`src/sv/swm_pkg.sv`:
```
// ----------------------------------------------------------------------------
// swm_pkg: shared types and constants for the sliding window minimum
// Sizes of the candidate row, cell state and control structs, and the
// window length clamp.
// ----------------------------------------------------------------------------
package swm_pkg;

  localparam int unsigned WINDOW_MAX   = 64;
  localparam int unsigned SAMPLE_WIDTH = 32;
  localparam int unsigned CFG_W        = 7;
  localparam int unsigned AGE_W        = $clog2(WINDOW_MAX + 1);

  typedef logic signed [SAMPLE_WIDTH-1:0] sample_t;
  typedef logic [AGE_W-1:0]               age_t;

  typedef enum logic [1:0] {
    ST_IDLE = 2'b01,
    ST_BUSY = 2'b10
  } state_e;

  typedef struct packed {
    logic    valid;
    sample_t value;
    age_t    age;
  } cell_t;

  typedef struct packed {
    logic    clear;
    logic    shift;
    logic    append;
    sample_t sample;
  } cell_ctrl_t;

  // Clamp the programmed window length to 1..WINDOW_MAX.
  function automatic age_t eff_window(logic [CFG_W-1:0] ws);
    age_t w;
    if (ws == '0) begin
      w = AGE_W'(1);
    end else if (32'(ws) > WINDOW_MAX) begin
      w = AGE_W'(WINDOW_MAX);
    end else begin
      w = AGE_W'(ws);
    end
    return w;
  endfunction

endpackage

```
`src/sv/swm_cell.sv`:
```
// ----------------------------------------------------------------------------
// swm_cell: one candidate slot of the monotonic row
// Holds a value and its age; drops itself when larger than the new sample,
// takes the new sample when it is the first free slot, or takes its right
// neighbor on a shift; a clear empties it.
// ----------------------------------------------------------------------------
module swm_cell (
  input  logic                clk_i,
  input  logic                rst_ni,
  input  swm_pkg::cell_ctrl_t ctrl_i,
  input  swm_pkg::cell_t      right_i,
  input  logic                prev_stay_i,
  output swm_pkg::cell_t      cell_o,
  output logic                stay_o
);

  logic             valid_q, valid_d;
  swm_pkg::sample_t value_q, value_d;
  swm_pkg::age_t    age_q, age_d;
  logic             greater;

  assign greater = valid_q && (value_q > ctrl_i.sample);
  assign stay_o  = valid_q && !greater;

  always_comb begin
    valid_d = valid_q;
    value_d = value_q;
    age_d   = age_q;
    priority if (ctrl_i.clear) begin
      valid_d = 1'b0;
    end else if (ctrl_i.shift) begin
      valid_d = right_i.valid;
      value_d = right_i.value;
      age_d   = right_i.age;
    end else if (ctrl_i.append) begin
      if (stay_o) begin
        age_d = age_q + swm_pkg::AGE_W'(1);
      end else if (prev_stay_i) begin
        valid_d = 1'b1;
        value_d = ctrl_i.sample;
        age_d   = swm_pkg::AGE_W'(1);
      end else begin
        valid_d = 1'b0;
      end
    end else begin
      // hold
      valid_d = valid_q;
    end
  end

  always_ff @(posedge clk_i or negedge rst_ni) begin
    if (!rst_ni) begin
      valid_q <= 1'b0;
    end else begin
      valid_q <= valid_d;
    end
  end

  always_ff @(posedge clk_i) begin
    value_q <= value_d;
    age_q   <= age_d;
  end

  assign cell_o = '{valid: valid_q, value: value_q, age: age_q};

endmodule

```
`config.mk`:
```
export PLATFORM = sky130hd
export DESIGN_NAME = swm_cell
export DESIGN_NICKNAME = d
export VERILOG_FILES = /design/src/sv/swm_pkg.sv /design/src/sv/swm_cell.sv
export SDC_FILE = /design/constraint.sdc
export NUM_CORES = 1
export LEC_CHECK = 0
export ABC_AREA = 0
export BUFFER_PORTS_ARGS = -buffer_cell sky130_fd_sc_hd__buf_2
export CORE_MARGIN = 3
export CORE_UTILIZATION = 40
export CTS_BUF_LIST = sky130_fd_sc_hd__clkbuf_4
export DETAILED_ROUTE_END_ITERATION = 8
export PLACE_DENSITY = 0.68
export SYNTH_ARGS = -nofsm -noshare
export SYNTH_HDL_FRONTEND = slang
export SYNTH_SLANG_ARGS = --single-unit
```
`constraint.sdc`:
```
create_clock -name clk_i -period 7 [get_ports clk_i]
set_clock_uncertainty 0.2 [all_clocks]
set_input_delay 0.7 -clock clk_i [delete_from_list [all_inputs] [get_ports clk_i]]
set_output_delay 0.7 -clock clk_i [all_outputs]
set_load 0.005 [all_outputs]
```
======== Word-level counts from Yosys, hierarchy flattened ========
Index checks and enable logic that the tools add are counted.
cells by class
  multiplexer cells ....................... 13
  $add $sub $neg .......................... 1
  reduce and logical (&&, ||, !) cells .... 10
  magnitude comparators ................... 1
  equality and inequality tests ........... 2
  bitwise operators ....................... 1
operator list
  kind                   count
  $mux W32               4
  $gt A32 B32 Y1         1
  $mux W7                4
  $add A7 B1 Y7 const B  1
  $reduce_bool A3 Y1     2
  $mux W1                5
  $reduce_and A4 Y1      1
  $reduce_bool A2 Y1     2
  $ne A3 B3 Y1 const B   1
  $reduce_and A3 Y1      1
  $logic_and A1 B1 Y1    2
  $ne A2 B2 Y1 const B   1
  $reduce_and A2 Y1      1
  $logic_not A1 Y1       1
  $not A1 Y1             1
word-level totals
  word-level logic and storage cells ...... 31
  input port bits ......................... 78
  output and inout port bits .............. 41
  bits in registers ....................... 40

======== Longest topological paths before layout ========
Gate-level depths: netlist (run 1).
  depth after elaboration ................. 8
  mapped depth ............................ 9
  mapped depth without buffers ............ 9

======== Least setup slack after synthesis (run 1) ========
No wires, ideal clock.
  path type ............................... input -> register
  from .................................... input ctrl_i[14] (netlist name)
  to ...................................... register value_q[0], enable pin
  stages on the path ...................... 8
  data required time ...................... 6408 ps
  arrival ................................. 3368 ps
  library setup time ...................... 392 ps
  slack ................................... 3040 ps
  path buffers ............................ 0
  cells stage by stage .................... inv_1 > ha_1 > nand4_1 > or4_4 > o221a_1 > o211a_1 > o31ai_4 > a22o_1
between the ends
  longest elaborated chain between the ends .. 6
ends and longest elaborated chain
  what                                line            text
  from (decl)                         swm_cell.sv:10  input swm_pkg::cell_ctrl_t ctrl_i,
  $gt A32 B32 Y1                      swm_cell.sv:22  assign greater = valid_q && (value_q > ctrl_i.sample);
  $logic_and A1 B1 Y1                 swm_cell.sv:22
  $logic_not A1 Y1                    swm_cell.sv:23  assign stay_o = valid_q && !greater;
  $logic_and A1 B1 Y1                 swm_cell.sv:23
  $ne A2 B2 Y1 (no source line)       n/a
  $reduce_and A4 Y1 (no source line)  n/a
  to (signal assigned)                swm_cell.sv:60  value_q <= value_d;
  to (decl)                           swm_cell.sv:18  swm_pkg::sample_t value_q, value_d;
Every way passes these cells.
A chain may end at the register's enable or synchronous reset.

======== Worst setup path after layout (run 1) ========
  from .................................... input ctrl_i[14] (netlist name)
  to ...................................... register value_q[20], enable pin
The elaborated chain is that of the path after synthesis.

==> impl_metrics.json, run 1 <==
{
  "ys.warnings.count": 0,
  "avgSynthCellArea_um2": 9.60,
  "numClockSinks": 40,
  "slew_viol_final": 0,
  "layout_common_cells": "118 x buf_2, 48 x nand2_1, 39 x edfxtp_1",
  "slew_headroom": 0.338,
  "synth_largest_area_cell": "edfxtp_1",
  "drv_cap": 0,
  "outcome": "complete, no violations",
  "crit_fanout": 17,
  "setup_viol": 0,
  "coreArea_um2": 6100,
  "via_per_inst": 4.97,
  "max_stage_delay_ps": 700,
  "final_common_cell": "buf_2",
  "rows": 28,
  "io_buffers": 118,
  "tns_ps": 0,
  "synth_cells": 270,
  "critical_path_class": "input pin to flop",
  "insertion_delay_ps": 350,
  "power.switching_w": 0.000151,
  "hold_path_class": "input pin to flop",
  "initial_utilization": 0.425,
  "worstPathRequired_ps": 6840,
  "h-tree-depth": 2,
  "seqPwrFrac": 0.541,
  "dr.pass1.iters": 4,
  "ctsResizeCount": 0,
  "power_leakage_nw": 1.64,
  "clock.fmax_mhz": 249,
  "drc": 0,
  "grt_setup_unrepaired": "false",
  "die_y_um": 86.5,
  "drtIter0Drc": 87,
  "rr_startpoint": "value_q[14]",
  "internal_power_w": 0.000394,
  "synth_nets": 381,
  "pwr_density_cell_nw_per_um2": 164,
  "yosysSeqAreaShare": 0.462,
  "pwr-share-comb": 0.226,
  "clockBufferDepth": 2,
  "swShare": 0.277,
  "yosysTopAreaCellShare": 0.452,
  "grt_pass1_wl_um": 10100,
  "crit_start": "ctrl_i[14]",
  "fin_crit_sh": 0.574,
  "reg2regPathDepth": 8,
  "grt.overflow.total": 0,
  "drive_above_1_share": 0.339,
  "cp-end-kind": "flop",
  "fin_crit_ps": 4010,
  "ys_seq_elements": 40,
  "post_cts_buffers": 0,
  "ys_types": 34,
  "cts_tree": "built",
  "place_hpwl_um": 5080,
  "path_clk_slew_ps": 120,
  "hold_violations": 0,
  "drtAntennaViolNets": 0,
  "numCtsBuffers": 5,
  "ir_drop_v": 0.0000743,
  "grt.total_usage": 0.170,
  "dpl_worst_slack_ps": 2590,
  "grt_antenna_before_repair": 1,
  "fin_ws_ps": 2990,
  "netlist_area_um2": 2590,
  "nNetsFinal": 499,
  "fillerInstances": 598,
  "n_antenna_cell": 0,
  "cp_top_family": "compound AO/OA/AOI/OAI gates",
  "grt_max_degree": 50,
  "area_growth_pct": 28.1,
  "worstMarginPinSlew_ps": 987,
  "wire_per_inst_um": 13.4,
  "routed_wl_um": 6230,
  "r2r_setup_slack_ps": 3030,
  "grt_pass1_vias": 2276,
  "cp_data_arrival_time_ps": 3860,
  "num_io_pins": 119,
  "clkPwrFrac": 0.233,
  "cts_hold_buf": 1,
  "crit_chain": "buf_2 > inv_1 > ha_1 > nand4_1 > or4_4 > o221a_1 > o211a_1 > o31ai_4 > a22o_1 > buf_4",
  "vias": 2306,
  "timing.rr.end": "value_q[20]",
  "root_buffer": "clkbuf_4",
  "die_w_um": 86.5,
  "critPathLaunchType": "input pin",
  "cp_slowest_cell": "a22o_1",
  "cp.depth": 10,
  "dieArea_um2": 7480,
  "critical_path_buf_inv_count": 3,
  "place.gp.congestion": 0.765,
  "synth_area_leaders": "edfxtp_1 45%, ha_1 16%, o21ai_0 7.0%, nand2_1 7.0%, inv_1 5.5%",
  "crit_end": "value_q[20]"
}
-- flip-flops by register name, summed over array words and instances, names as in the netlist --
signal	count
valid_q	1
value_q	32
age_q	7
-- metal layers --
metal,track usage,up-vias,part of all wire
met4,0.0382,2,0.010
met2,0.280,81,0.45
met3,0.0504,7,0.085
met5,0,-,0.0011
li1,-,1186,-
met1,0.220,1030,0.45
-- cells in the mapped netlist --
master,n
clkbuf_1,9
a221o_1,1
ha_1,33
or4_4,1
and3_1,1
buf_4,1
nand2b_1,2
o21ai_0,36
nor4b_1,1
edfxtp_1,39
dfrtp_1,1
nand4_1,6
o31a_2,1
mux2_2,1
nand3_1,6
o221a_1,1
o31ai_4,1
a22o_1,1
o211a_1,1
nor2_1,6
xor2_1,2
a21oi_1,14
inv_1,38
o21a_1,1
a211oi_1,2
nand2_1,48
xnor2_1,3
a21o_1,1
nor3_1,2
nand3b_1,1
nor4_1,2
a221oi_1,1
a31oi_1,1
o31ai_1,5
-- cells by family (layout without fill, tap and decap cells) --
group	Yosys count	in the layout	synth area share
adder cells (fa/ha/maj)	33	33	0.159
multiplexers	1	1	0.00435
buffers and inverters	48	167	0.0710
AND/OR/NAND/NOR	76	76	0.131
flip-flops	40	40	0.462
AO/OA/AOI/OAI	67	67	0.156
XOR/XNOR	5	5	0.0169
-- area by class of cell --
type                    count  area [um2]  share of cell area
flip-flops and latches     40        1200               0.360
clock buffers               8        60.1              0.0181
repair buffers            121         616               0.185
multi-input cells         182        1210               0.365
well taps                  75        93.8              0.0283
inverters                  38         143              0.0430
-- worst min-delay path, cell delays in order --
cell,delay (ps)
buf_2,70
nand2_1,40
o21ai_0,50
-- worst min path at each step --
| stage | to | from | slack, ps | cells after the start |
|---|---|---|---|---|
| after detailed placement | valid_q | rst_ni | 280 | 1 |
| after global placement | valid_q | rst_ni | 290 | 1 |
| after CTS | value_q[11] | right_i[18] | 410 | 3 |
| final | value_q[11] | right_i[18] | 420 | 3 |
| after floorplan | valid_q | rst_ni | 200 | 0 |
| after global routing | value_q[13] | right_i[20] | 410 | 3 |
-- power by group through the flow --
stage          clock network [W]  logic (W)  registers [W]
5_1_grt                 0.000136   0.000143       0.000297
3_5_place_dp                   0   0.000124       0.000300
4_1_cts                 0.000130   0.000126       0.000295
6_report                0.000127   0.000123       0.000295
3_3_place_gp                   0   0.000122       0.000300
2_1_floorplan                  0  0.0000684       0.000300
-- per-stage QoR --
step / power (W) / utilization / area, um2 / hold WS, ps / std cells
floorplan: 0.000368 / - / 2590 / 204 / 270
finish: 0.000545 / 0.545 / 3320 / 421 / 464
CTS: 0.000551 / 0.545 / 3320 / 407 / 464
detailed placement: 0.000425 / 0.533 / 3250 / 284 / 455
global route: 0.000576 / 0.545 / 3320 / 412 / 464
global placement: 0.000422 / 0.533 / 3250 / 287 / 455
Power figures use the tool's default switching activity.
==> run 2: changes to the inputs <==
--- a/config.mk
+++ b/config.mk
@@ -5,13 +5,13 @@
 export SDC_FILE = /design/constraint.sdc
 export NUM_CORES = 1
 export LEC_CHECK = 0
-export ABC_AREA = 0
+export ABC_AREA = 1
 export BUFFER_PORTS_ARGS = -buffer_cell sky130_fd_sc_hd__buf_2
 export CORE_MARGIN = 3
 export CORE_UTILIZATION = 40
 export CTS_BUF_LIST = sky130_fd_sc_hd__clkbuf_4
 export DETAILED_ROUTE_END_ITERATION = 8
-export PLACE_DENSITY = 0.68
+export PLACE_DENSITY = 0.67
 export SYNTH_ARGS = -nofsm -noshare
 export SYNTH_HDL_FRONTEND = slang
 export SYNTH_SLANG_ARGS = --single-unit
==> constraint.sdc (replaced) <==
create_clock -name clk_i -period 4.2 [get_ports clk_i]
set_clock_uncertainty 0.2 [all_clocks]
set_input_delay 0.42 -clock clk_i [delete_from_list [all_inputs] [get_ports clk_i]]
set_output_delay 0.42 -clock clk_i [all_outputs]
set_load 0.005 [all_outputs]
==> impl_metrics.json, run 2 <==
{
  "worstMarginPinSlew_ps": 725,
  "drtIter0Drc": 47,
  "area_growth_pct": 28.1,
  "synth_top_family_by_area": "simple AND/OR/NAND/NOR gates",
  "synth_fa_ha_area_frac": 0.152,
  "largest_reg_flops": 32,
  "fillerInstances": 613,
  "ys_types": 25,
  "drtAntennaViolNets": 0,
  "max_stage_delay_ps": 440,
  "die_y_um": 88.3,
  "outcome": "complete, no violations",
  "grt_antenna_before_repair": 0,
  "die_w_um": 88.3,
  "grt_setup_unrepaired": "false",
  "largest-register": "value_q",
  "numClockSinks": 40,
  "cts_tree": "built",
  "ys_seq_elements": 40,
  "holdPathStages": 3,
  "reg2regPathDepth": 14,
  "avgSynthCellArea_um2": 8.46,
  "timing.rr.end": "value_q[11]",
  "setup_viol": 0,
  "netlist_area_um2": 2710,
  "cp_data_arrival_time_ps": 2770,
  "holdCritStartpoint": "right_i[26]",
  "initial_utilization": 0.419,
  "clock.fmax_mhz": 344,
  "pwr_density_cell_nw_per_um2": 274,
  "numCtsBuffers": 5,
  "cp_top_family": "simple AND/OR/NAND/NOR gates",
  "dpl_cell_area_um2": 3380,
  "drc": 0,
  "fin_crit_ps": 2910,
  "insertion_delay_ps": 340,
  "hold_path_class": "input pin to flop",
  "grt.total_usage": 0.163,
  "grt_pass1_wl_um": 9890,
  "rr_startpoint": "value_q[23]",
  "grt_pass1_vias": 2260,
  "cpMostUsedCell": "nand2_1",
  "clockBufferDepth": 2,
  "synth_edf_count": 39,
  "critical_path_class": "flop to flop",
  "final_common_cell": "buf_2",
  "nNetsFinal": 550,
  "vias": 2409,
  "place_hpwl_um": 5070,
  "synth_mux_area_frac": 0,
  "ir_drop_v": 0.000136,
  "grt.overflow.total": 0,
  "worstPathRequired_ps": 4060,
  "cp-end-kind": "flop",
  "via_per_inst": 4.66,
  "num_io_pins": 119,
  "synth_compound_area_frac": 0.0989,
  "ys.warnings.count": 0,
  "place.gp.congestion": 0.782,
  "fin_area_um2": 3470,
  "hold_violations": 0,
  "crit_fanout": 21,
  "post_cts_buffers": 0,
  "layout_common_cells": "118 x buf_2, 99 x nand2_1, 48 x inv_1",
  "dr.pass1.iters": 4,
  "instances_no_fill": 517,
  "synthSimpleGateAreaFrac": 0.209,
  "drv_cap": 0,
  "synth_xor_area_frac": 0.0162,
  "regArea_um2": 1200,
  "n_antenna_cell": 0,
  "reg_top3": "value_q: 32 flops, age_q: 7 flops, valid_q: 1 flops",
  "synth_cells": 320,
  "tns_ps": 0,
  "slew_viol_final": 0,
  "synth.most_common_cell": "nand2_1",
  "rows": 29,
  "synthTopCellsByCount": "99 x nand2_1, 48 x inv_1, 39 x edfxtp_1",
  "synth_async_sr_flop_share": 0.0250,
  "synth_nets": 431,
  "routed_wl_um": 6210,
  "r2r_setup_slack_ps": 1290,
  "yosys_most_used_dff": "edfxtp_1",
  "cp_slowest_cell": "inv_1",
  "path_clk_slew_ps": 120,
  "slew_headroom": 0.516,
  "io_buffers": 118,
  "h-tree-depth": 2,
  "yosysTopAreaCellShare": 0.433,
  "grt_max_degree": 41,
  "ctsResizeCount": 0,
  "fin_crit_sh": 0.692,
  "multi_input_area_um2": 1290,
  "drive_above_1_share": 0.316,
  "synth_largest_area_cell": "edfxtp_1",
  "wire_per_inst_um": 12.0,
  "dieArea_um2": 7790,
  "critPathLaunchType": "flop",
  "whs_endpoint": "value_q[19]",
  "coreArea_um2": 6460,
  "cts_hold_buf": 1,
  "yosysSeqAreaShare": 0.442,
  "root_buffer": "clkbuf_4",
  "critical_path_buf_inv_count": 2,
  "synth_area_leaders": "edfxtp_1 43%, ha_1 15%, nand2_1 14%, inv_1 6.7%, o21ai_0 6.5%",
  "crit_chain": "ha_1 > nand2_1 > nor2_1 > nand4_1 > nor2_4 > nand2_2 > nand2_1 > nand2_1 > nand2_2 > nand2_4 > nand2_4 > o21ai_0 > inv_1 > buf_12",
  "dpl.cell_count": 508,
  "power_leakage_nw": 1.84
}
-- run 2: per-layer routing --
metal  track usage  share of wire
met5             0              0
met4        0.0412         0.0058
met3        0.0354          0.066
met2         0.282           0.48
met1         0.208           0.45
-- run 2: worst register-to-register path: stages, from the launching register on --
cell      delay, ps
edfxtp_1        420
ha_1            310
nand2_1          70
nor2_1          150
nand4_1         160
nor2_4          130
nand2_2          70
nand2_1          60
nand2_1          60
nand2_2          80
nand2_4          60
nand2_4          80
o21ai_0          70
inv_1           440
buf_12          250
-- run 2: worst max path at each step --
| stage | startpoint | to | slack, ps | cells past startpoint |
|---|---|---|---|---|
| CTS | value_q[23] | value_q[16] | 1260 | 14 |
| global placement | ctrl_i[23] | value_q[23] | 1220 | 16 |
| floorplan | ctrl_i[31] | value_q[0] | 1370 | 14 |
| detailed placement | ctrl_i[23] | value_q[19] | 1150 | 16 |
| finish | value_q[23] | value_q[11] | 1290 | 14 |
| global route | value_q[23] | value_q[16] | 1000 | 14 |
-- run 2: kinds of logic (layout without fill, tap and decap cells) --
| kind of cell | count (synthesis) | after routing |
|---|---|---|
| compound gates | 51 | 51 |
| xor+xnor | 5 | 5 |
| fa+ha+maj | 33 | 33 |
| buf+inv | 58 | 178 |
| flops | 40 | 40 |
| simple gates | 133 | 133 |
-- run 2: layout make-up --
type,count,share of cell area
Inverter,49,0.0530
Tap cell,77,0.0278
Clock buffer,5,0.0108
Sequential cell,40,0.345
Clock inverter,3,0.0108
Timing Repair Buffer,121,0.181
Multi-Input combinational cell,222,0.372
-- run 2: power breakdown --
part | leakage (nW) | switching (W) | internal, W
sequential | 0.384 | 0.0000164 | 0.000472
combinational | 1.42 | 0.000118 | 0.0000976
clock | 0.0403 | 0.000127 | 0.000122
-- run 2: metrics by stage --
stage,utilization,total power (W),hold slack (ps),setup slack (ps)
2_1_floorplan,-,0.000621,-75.6,1370
3_3_place_gp,0.524,0.000710,1.05,1220
3_5_place_dp,0.524,0.000716,0.953,1150
4_1_cts,0.537,0.000970,120,1260
5_1_grt,0.537,0.00102,123,1000
6_report,0.537,0.000952,142,1290
==> run 3: changes to the inputs <==
--- a/config.mk
+++ b/config.mk
@@ -11,7 +11,7 @@
 export CORE_UTILIZATION = 40
 export CTS_BUF_LIST = sky130_fd_sc_hd__clkbuf_4
 export DETAILED_ROUTE_END_ITERATION = 8
-export PLACE_DENSITY = 0.67
+export PLACE_DENSITY = 0.7
 export SYNTH_ARGS = -nofsm -noshare
 export SYNTH_HDL_FRONTEND = slang
 export SYNTH_SLANG_ARGS = --single-unit
==> constraint.sdc (replaced) <==
create_clock -name clk_i -period 2.6 [get_ports clk_i]
set_clock_uncertainty 0.2 [all_clocks]
set_input_delay 0.26 -clock clk_i [delete_from_list [all_inputs] [get_ports clk_i]]
set_output_delay 0.26 -clock clk_i [all_outputs]
set_load 0.005 [all_outputs]
==> impl_metrics.json, run 3 (synthesis results as in run 2) <==
{
  "vias": 2685,
  "drv_cap": 0,
  "drtAntennaViolNets": 0,
  "worstMarginPinSlew_ps": 429,
  "drc": 0,
  "grt_pass1_vias": 2564,
  "utilization": 0.650,
  "dr.pass1.iters": 5,
  "swShare": 0.301,
  "num_io_pins": 119,
  "setup_viol": 1,
  "root_buffer": "clkbuf_4",
  "nNetsFinal": 600,
  "clkPwrFrac": 0.197,
  "reg2regPathDepth": 14,
  "slew_viol_final": 0,
  "insertion_delay_ps": 350,
  "internal_power_w": 0.00111,
  "wire_per_inst_um": 13.2,
  "holdPathStages": 3,
  "routed_wl_um": 7460,
  "grt_pass1_wl_um": 11000,
  "slew_headroom": 0.714,
  "whs_endpoint": "value_q[27]",
  "hold_violations": 0,
  "grt_max_degree": 45,
  "hold_path_class": "input pin to flop",
  "io_buffers": 118,
  "holdCritStartpoint": "right_i[34]",
  "power.switching_w": 0.000477,
  "largest-register": "value_q",
  "pwr_density_cell_nw_per_um2": 378,
  "numClockSinks": 40,
  "via_per_inst": 4.74,
  "n_antenna_cell": 0,
  "ir_drop_v": 0.000237,
  "path_clk_slew_ps": 120,
  "cp_slowest_cell": "edfxtp_1",
  "fillerInstances": 538,
  "violations": "negative setup slack",
  "place_hpwl_um": 5240,
  "die_y_um": 88.3,
  "cpMostUsedCell": "nand2_1",
  "rows": 29,
  "coreArea_um2": 6460,
  "timing.rr.end": "value_q[14]",
  "place.gp.congestion": 0.773,
  "reg_top3": "value_q: 32 flops, age_q: 7 flops, valid_q: 1 flops",
  "layout_common_cells": "117 x buf_2, 96 x nand2_1, 46 x inv_1",
  "dpl.cell_count": 511,
  "dpl_worst_slack_ps": 34.3,
  "power_w": 0.00159,
  "die_w_um": 88.3,
  "power_leakage_nw": 2.06,
  "fin_crit_sh": 1.01,
  "clockBufferDepth": 2,
  "numCtsBuffers": 5,
  "cts_tree": "built",
  "worstPathRequired_ps": 2140,
  "max_stage_delay_ps": 470,
  "dieArea_um2": 7790,
  "grt.total_usage": 0.181,
  "drtIter0Drc": 94,
  "tns_ps": -13.8,
  "cp_top_family": "simple AND/OR/NAND/NOR gates",
  "fin_ws_ps": -13.8,
  "crit_fanout": 3,
  "fin_crit_ps": 2610,
  "cp_data_arrival_time_ps": 2150,
  "seqPwrFrac": 0.501,
  "r2r_setup_slack_ps": 50,
  "critical_path_buf_inv_count": 3,
  "h-tree-depth": 2,
  "outcome": "complete, but fails checks",
  "grt_antenna_before_repair": 0,
  "final_common_cell": "buf_2",
  "cp-end-kind": "output pin",
  "largest_reg_flops": 32,
  "area_growth_pct": 55.1,
  "grt.overflow.total": 0,
  "grt_setup_unrepaired": "true",
  "critPathLaunchType": "flop",
  "crit_chain": "ha_4 > nand2_1 > nor2_2 > nand2_2 > inv_1 > nand2_1 > nand2_1 > nand2_2 > nand2_1 > nand2_1 > nand2_2 > nand2_4 > nand2_4 > inv_4 > buf_6",
  "rr_startpoint": "value_q[21]",
  "critical_path_class": "flop to output pin",
  "drive_above_1_share": 0.369,
  "pwr-share-comb": 0.301,
  "initial_utilization": 0.419,
  "instances_no_fill": 567,
  "clock.fmax_mhz": 383
}
## run 3: changes by cell type in the layout (fill, tap and decap cells not counted), sizes merged
cell / before / now
dlygate4sd3: 1 / 41
clkinvlp: 0 / 1
buf: 120 / 130
clkinv: 2 / 3
bufinv: 1 / 0
inv: 49 / 48
## run 3: repair_timing
item                                    CTS  global route
endpoints found under the setup margin   33            43
gates resized for setup                   6            28
pin swaps                                10            16
hold buffers                             41             0
endpoints found under the hold margin    39             0
buffers inserted                          2             5
## run 3: stage by stage
stage	cell area [um2]	hold WS [ps]
2_1_floorplan	2750	-236
3_3_place_gp	3460	-162
3_5_place_dp	3460	-161
4_1_cts	3970	4.67
5_1_grt	4200	6.98
6_report	4200	12.3
## run 3: worst min-delay path: stages
cell	delay, ps
buf_2	70
nand2_1	40
o21ai_0	70
## run 3: layout make-up
| cell class | count | area (um2) | area share |
|---|---|---|---|
| inverters | 49 | 190 | 0.0453 |
| flip-flops and latches | 40 | 1200 | 0.285 |
| well taps | 77 | 96.3 | 0.0229 |
| repair buffers | 171 | 1130 | 0.268 |
| clock buffers | 5 | 37.5 | 0.00894 |
| clock inverters | 3 | 13.8 | 0.00328 |
| multi-input cells | 222 | 1540 | 0.367 |
## run 3: routing by layer
layer	vias to the layer above	share of wire	GRT usage	routed length [um]
met5	-	0	0	0
met4	0	0.0099	0.0412	74
met3	7	0.047	0.0410	350
met2	79	0.52	0.336	3900
met1	1219	0.42	0.210	3140
li1	1380	-	-	-
## run 3: worst max-delay path by stage
stage | start | endpoint | slack, ps | cells past startpoint
floorplan | value_q[19] | value_q[0] | -50 | 15
global placement | value_q[19] | value_q[16] | 70 | 16
detailed placement | ctrl_i[19] | value_q[21] | 30 | 16
CTS | value_q[21] | stay_o | -90 | 13
global route | value_q[13] | stay_o | -150 | 15
finish | value_q[13] | stay_o | -10 | 15
## run 3: power by group through the flow
stage	Sequential, W	Clock [W]	Combinational (W)
6_report	0.000795	0.000313	0.000478
5_1_grt	0.000800	0.000351	0.000538
4_1_cts	0.000790	0.000333	0.000432
3_5_place_dp	0.000804	0	0.000370
3_3_place_gp	0.000802	0	0.000361
2_1_floorplan	0.000805	0	0.000205
